## src/hw/rtl/spp_pkg.sv

```systemverilog
// Shared types and constants for the SUBSCRIBE payload parser.
package spp_pkg;

    // Parser phase, one-hot encoded.
    typedef enum logic [5:0] {
        PH_ID_HI  = 6'b000001,
        PH_ID_LO  = 6'b000010,
        PH_LEN_HI = 6'b000100,
        PH_LEN_LO = 6'b001000,
        PH_TOPIC  = 6'b010000,
        PH_QOS    = 6'b100000
    } phase_t;

    // Result classification codes.
    localparam logic [1:0] KIND_HEADER = 2'd0;
    localparam logic [1:0] KIND_ID     = 2'd1;
    localparam logic [1:0] KIND_TOPIC  = 2'd2;
    localparam logic [1:0] KIND_QOS    = 2'd3;

    // Truncation error codes.
    localparam logic [2:0] ERR_OK          = 3'd0;
    localparam logic [2:0] ERR_SHORT_ID    = 3'd1;
    localparam logic [2:0] ERR_SHORT_LEN   = 3'd2;
    localparam logic [2:0] ERR_SHORT_TOPIC = 3'd3;
    localparam logic [2:0] ERR_NO_QOS      = 3'd4;

    localparam logic [7:0] TOPIC_COUNT_MAX = 8'hFF;

    // One packet byte as it arrives.
    typedef struct packed {
        logic [7:0] byte_in;
        logic       final_byte;
    } req_t;

    // One classified byte.
    typedef struct packed {
        logic [1:0]  kind;
        logic [15:0] value;
        logic [7:0]  topic_number;
        logic        topic_end;
        logic        packet_done;
        logic [2:0]  error_code;
    } res_t;

    // Parser state carried from byte to byte.
    typedef struct packed {
        phase_t      phase;
        logic [7:0]  high_byte_hold;
        logic [15:0] bytes_left;
        logic [7:0]  topic_count;
    } state_t;

endpackage

```

## src/hw/rtl/spp_step.sv

```systemverilog
// Per-byte parse logic: classifies one byte and computes the next parser state.
module spp_step (
    input  spp_pkg::state_t cur,
    input  spp_pkg::req_t   req,
    output spp_pkg::state_t nxt,
    output spp_pkg::res_t   res
);

    logic [15:0] assembled;
    logic [15:0] left_dec;

    assign assembled = {cur.high_byte_hold, req.byte_in};
    assign left_dec  = cur.bytes_left - 16'd1;

    // Decode the byte according to the current phase.
    always_comb
    begin
        nxt              = cur;
        res.kind         = spp_pkg::KIND_HEADER;
        res.value        = {8'd0, req.byte_in};
        res.topic_number = cur.topic_count;
        res.topic_end    = 1'b0;
        res.packet_done  = req.final_byte;
        res.error_code   = spp_pkg::ERR_OK;

        case (cur.phase)
            spp_pkg::PH_ID_LO:
            begin
                res.kind         = spp_pkg::KIND_ID;
                res.value        = assembled;
                res.topic_number = 8'd0;
                nxt.phase        = spp_pkg::PH_LEN_HI;
            end
            spp_pkg::PH_LEN_HI:
            begin
                nxt.high_byte_hold = req.byte_in;
                nxt.phase          = spp_pkg::PH_LEN_LO;
                if (req.final_byte)
                    res.error_code = spp_pkg::ERR_SHORT_LEN;
            end
            spp_pkg::PH_LEN_LO:
            begin
                res.value      = assembled;
                nxt.bytes_left = assembled;
                if (assembled == 16'd0)
                begin
                    // An empty topic goes straight to its QoS byte.
                    nxt.phase = spp_pkg::PH_QOS;
                    if (req.final_byte)
                        res.error_code = spp_pkg::ERR_NO_QOS;
                end
                else
                begin
                    nxt.phase = spp_pkg::PH_TOPIC;
                    if (req.final_byte)
                        res.error_code = spp_pkg::ERR_SHORT_TOPIC;
                end
            end
            spp_pkg::PH_TOPIC:
            begin
                res.kind       = spp_pkg::KIND_TOPIC;
                nxt.bytes_left = left_dec;
                if (left_dec == 16'd0)
                begin
                    res.topic_end = 1'b1;
                    nxt.phase     = spp_pkg::PH_QOS;
                    if (req.final_byte)
                        res.error_code = spp_pkg::ERR_NO_QOS;
                end
                else if (req.final_byte)
                begin
                    res.error_code = spp_pkg::ERR_SHORT_TOPIC;
                end
            end
            spp_pkg::PH_QOS:
            begin
                res.kind  = spp_pkg::KIND_QOS;
                nxt.phase = spp_pkg::PH_LEN_HI;
                if (cur.topic_count != spp_pkg::TOPIC_COUNT_MAX)
                    nxt.topic_count = cur.topic_count + 8'd1;
            end
            default:
            begin
                // Identifier high byte, also taken for any unused code.
                res.topic_number   = 8'd0;
                nxt.high_byte_hold = req.byte_in;
                nxt.phase          = spp_pkg::PH_ID_LO;
                if (req.final_byte)
                    res.error_code = spp_pkg::ERR_SHORT_ID;
            end
        endcase

        // The packet's last byte returns the parser to its start.
        if (req.final_byte)
        begin
            nxt.phase          = spp_pkg::PH_ID_HI;
            nxt.high_byte_hold = 8'd0;
            nxt.bytes_left     = 16'd0;
            nxt.topic_count    = 8'd0;
        end
    end

endmodule

```

## src/hw/rtl/subscribe_payload_parser_unit.sv

```systemverilog
// Top level of the SUBSCRIBE payload parser: input register, parse logic, result register.
//
//   Channel | Handshake            | Payload        | Direction
//   --------+----------------------+----------------+----------
//   request | req_valid, req_stall | req (req_t)    | in
//   result  | res_valid, res_stall | res (res_t)    | out
//
// Every request yields exactly one result; it passes through the input register
// and then the result register. One request is accepted per cycle while req_stall is low;
// the parse state updates as a request moves from the input register to the result register.
// Reset clears the parse state and both valid flags.
// A stall on a full result register holds it and the input register, and raises
// req_stall while the input register holds a request.
module subscribe_payload_parser_unit (
    input  logic            clk,
    input  logic            rst_n,
    input  logic            req_valid,
    output logic            req_stall,
    input  spp_pkg::req_t   req,
    output logic            res_valid,
    input  logic            res_stall,
    output spp_pkg::res_t   res
);

    logic            s1_valid_reg;
    logic            s1_valid_next;
    spp_pkg::req_t   s1_req_reg;
    logic            res_valid_reg;
    logic            res_valid_next;
    spp_pkg::res_t   res_reg;
    spp_pkg::state_t state_reg;
    spp_pkg::state_t state_next;
    spp_pkg::res_t   step_res;
    logic            advance;

    // The held request moves on when the result register is free or emptying.
    assign advance   = s1_valid_reg && (!res_valid_reg || !res_stall);
    assign req_stall = s1_valid_reg && !advance;
    assign res_valid = res_valid_reg;
    assign res       = res_reg;

    spp_step u_step (
        .cur (state_reg),
        .req (s1_req_reg),
        .nxt (state_next),
        .res (step_res)
    );

    // Valid flags for the two register stages.
    always_comb
    begin
        s1_valid_next = s1_valid_reg;
        if (!req_stall)
            s1_valid_next = req_valid;
        res_valid_next = res_valid_reg;
        if (advance)
            res_valid_next = 1'b1;
        else if (!res_stall)
            res_valid_next = 1'b0;
    end

    // Control state and parse state.
    always_ff @(posedge clk or negedge rst_n)
    begin
        if (!rst_n)
        begin
            s1_valid_reg             <= 1'b0;
            res_valid_reg            <= 1'b0;
            state_reg.phase          <= spp_pkg::PH_ID_HI;
            state_reg.high_byte_hold <= 8'd0;
            state_reg.bytes_left     <= 16'd0;
            state_reg.topic_count    <= 8'd0;
        end
        else
        begin
            s1_valid_reg  <= s1_valid_next;
            res_valid_reg <= res_valid_next;
            if (advance)
                state_reg <= state_next;
        end
    end

    // Payload registers.
    always_ff @(posedge clk)
    begin
        if (req_valid && !req_stall)
            s1_req_reg <= req;
        if (advance)
            res_reg <= step_res;
    end

    // A packet's last byte leaves the parser at its start.
    a_end_resets: assert property (@(posedge clk) disable iff (!rst_n)
        advance && s1_req_reg.final_byte |=> state_reg.phase == spp_pkg::PH_ID_HI)
        else $error("parser not back at start after packet end");

    // Errors are only reported when the packet ends.
    a_err_on_end: assert property (@(posedge clk) disable iff (!rst_n)
        res_valid && res.error_code != spp_pkg::ERR_OK |-> res.packet_done)
        else $error("error reported before packet end");

    // Topic end marks only topic bytes.
    a_tend_kind: assert property (@(posedge clk) disable iff (!rst_n)
        res_valid && res.topic_end |-> res.kind == spp_pkg::KIND_TOPIC)
        else $error("topic end on a non-topic byte");

    // The phase register stays one-hot.
    a_phase_onehot: assert property (@(posedge clk) disable iff (!rst_n)
        $onehot(state_reg.phase))
        else $error("phase register not one-hot");

    // A stalled request is held in the input register, not dropped.
    a_hold: assert property (@(posedge clk) disable iff (!rst_n)
        req_stall |=> s1_valid_reg)
        else $error("held request lost");

endmodule
```

## config.mk

```make
export PLATFORM = sky130hd
export DESIGN_NAME = subscribe_payload_parser_unit
export DESIGN_NICKNAME = d
export VERILOG_FILES = /design/src/hw/rtl/spp_pkg.sv /design/src/hw/rtl/spp_step.sv /design/src/hw/rtl/subscribe_payload_parser_unit.sv
export SDC_FILE = /design/constraint.sdc
export NUM_CORES = 1
export LEC_CHECK = 0
export BUFFER_PORTS_ARGS = -buffer_cell sky130_fd_sc_hd__clkbuf_2
export CAP_MARGIN = 20
export CORE_MARGIN = 2
export CORE_UTILIZATION = 50
export CTS_BUF_LIST = sky130_fd_sc_hd__clkbuf_4
export CTS_CLUSTER_DIAMETER = 50
export DETAILED_ROUTE_END_ITERATION = 8
export PLACE_DENSITY = 0.7
export SYNTH_ARGS = -nofsm -noshare
export SYNTH_HDL_FRONTEND = slang
export SYNTH_SLANG_ARGS = --single-unit
```

## constraint.sdc

```tcl
create_clock -name clk -period 5.7 [get_ports clk]
set_input_delay 0.285 -clock clk [delete_from_list [all_inputs] [get_ports clk]]
set_output_delay 0.285 -clock clk [all_outputs]
set_load 0.05 [all_outputs]
```

==> impl_metrics.tcl <==
set metrics [dict create \
    setup_violations 0 \
    start_util 0.5194 \
    synth_ff_type "edfxtp_1" \
    num_rows 31 \
    finClkSkew_ns 0.01978 \
    antenna_found_initial 0 \
    grt_pass1_vias 2682 \
    largest_reg_flops 38 \
    cts_tree "built" \
    p_per_area_nw_per_um2 325.5 \
    postCtsSetupBuffers 0 \
    holdBufCountCts 0 \
    synth_area_leaders "edfxtp_1 (32%), dfrtp_1 (26%), o21ai_0 (4.2%)" \
    cts_made_buffers 9 \
    rsz0062_at_grt "false" \
    layout-drive-gt1-share 0.1862 \
    drt-pass1-iter-count 5 \
    finalSetupTns_ns 0 \
    grt_usage 0.2040 \
    synth.largest_area_cell "edfxtp_1" \
    synth.top_cells.by_count "edfxtp_1 (40), dfrtp_1 (39), nor2_1 (39)" \
    clkTransAtPathRegs_ns 0.11 \
    place_congestion 0.9056 \
    syn_area_um2 3807 \
    clk_latency_ns 0.42 \
    antenna_left 0 \
    grt_pass1_wl_mm 13.32 \
    hold_viol 0 \
    ctsLongestPathBuffers 2 \
    htree_levels 3 \
    gr-total-overflow 0 \
    dieArea_um2 8328 \
    endpoint_kind "flop" \
    fin_crit_sh 0.4873 \
    dp_hpwl_mm 5.558 \
    worst_pin_slew_ns 0.9903 \
    postSynthCellCount 346 \
    utilization 0.5777 \
    synthToLayoutAreaGrowth_pct 11.24 \
    nFillCells 620 \
    drc 0 \
    fin_ws_ns 2.922 \
    vias 2883 \
    cts.sinks 80 \
    stdcell_count 491 \
    yosysMostFrequentCell "edfxtp_1" \
    startpoint_type "flop" \
    critPathKind "reg -> reg" \
    ys_types 57 \
    leakage_uw 0.001790 \
    wirelength_mm 8.064 \
    yosysWarnings 0 \
    io_buffers 45 \
    final_nets 403 \
    async_flop_share 0.5000 \
    fmax_mhz 360.0 \
    syn-num-nets 362 \
    yosys.area.top_type_share 0.3155 \
    first_iter_violations 229 \
    routedWlPerCell_um 16.42 \
    pre_cts_ws_ns 2.970 \
    fin_crit_ns 2.778 \
    slew_headroom 0.3354 \
    status "finished clean" \
    required_ns 6.00 \
    path_max_fanout 10 \
    ctsResizeCount 0 \
    root_buffer "clkbuf_4" \
    vias_per_cell 5.872 \
    ios 46 \
    dieWidth_um 91.26 \
    die_h_um 91.26 \
    grt_max_degree 41 \
    fin_total_pwr_uw 1379 \
    yosysSeqAreaShare 0.5787 \
    post-place-cells 473 \
    core-area_um2 7331 \
    n_antenna_cell 0 \
    hold_path.class "in -> reg" \
    maxCapViolCount 0 \
    ys_seq_elements 80 \
    irDropWorstVdd_mv 0.1884 \
    report.final.slew_viol_count 0 \
    worstPathArrival_ns 3.08 \
    syn_area_per_cell_um2 11.00 \
    synth-edff-count 40 \
]
==> per-stage QoR <==
step | hold slack, ns | area, um^2
after global routing | 0.003972 | 4235
final | 0.03992 | 4235
after CTS | 0.02027 | 4205
after global placement | 0.4623 | 4079
after detailed placement | 0.4636 | 4079
after floorplan | -0.01059 | 3807
==> power breakdown <==
part,total [uW],internal (uW),switching (uW)
combinational,341,118,223
sequential,727,668,59.6
clock,311,133,177
==> placed cells by master (no fill, tap or decap), drive strengths merged, types with 2 or more instances in the layout <==
| cell | count |
|---|---|
| nor4b | 3 |
| o21ai | 34 |
| ha | 3 |
| o21a | 3 |
| nor4 | 12 |
| clkinv | 5 |
| nand2 | 17 |
| a2bb2oi | 2 |
| nand3 | 4 |
| inv | 6 |
| clkbuf | 55 |
| a21oi | 20 |
| xor2 | 6 |
| buf | 3 |
| or2 | 2 |
| nor3 | 19 |
| nor2 | 39 |
| edfxtp | 40 |
| nand3b | 2 |
| mux2i | 2 |
| nand4b | 3 |
| and3 | 6 |
| nand4 | 3 |
| o2111ai | 2 |
| nand2b | 2 |
| dfrtp | 39 |
| o31a | 2 |
| and2 | 19 |
| o31ai | 2 |
| a22o | 10 |
| xnor2 | 7 |
==> cells by family after synthesis <==
| logic type | share of synthesized area |
|---|---|
| AOI/OAI and AO/OA | 0.1413 |
| xor gates and xnor gates | 0.02990 |
| adders and majority gates | 0.009860 |
| buffers and inverters | 0.03023 |
| DFF | 0.5787 |
| muxes | 0.005258 |
| and+or+nand+nor | 0.2047 |
==> final cells by class <==
class	instances	area (um^2)	share of cell area
clock buffers	10	75.07	0.01773
well taps	99	123.9	0.02925
flip-flops and latches	80	2203	0.5202
repair buffers	49	270.3	0.06381
clock inverters	6	51.30	0.01211
inverters	6	22.52	0.005318
multi-input cells	241	1489	0.3516
==> routing by layer <==
layer	share of wire	track usage
met1	0.46	0.2887
met2	0.46	0.3068
met3	0.051	0.03734
met4	0.025	0.09470
met5	0	0
==> final timing paths <==
kind / start / to / slack (ns) / cells past startpoint
worst max register to register: state_reg[8] / state_reg[36] / 2.92 / 8
worst min-delay path: req[0] / s1_req_reg[0] / 0.04 / 1
max in group asynchronous: rst_n / state_reg[32] / 5.01 / 3
min in group asynchronous: rst_n / res_valid / 0.21 / 2
worst min register to register: s1_valid_reg / res_valid / 0.51 / 1
worst max-delay path: state_reg[8] / state_reg[36] / 2.92 / 8
==> worst max-delay path, cell delays in order, from the launching register on <==
cell and delay, ns:
dfrtp_1 0.48, inv_1 0.12, ha_1 0.33, or4b_4 0.54
xnor2_1 0.14, o31a_1 0.29, a211oi_2 0.26, a21oi_2 0.13
a221o_1 0.37
No activity file was read; power rests on OpenSTA's default activity.
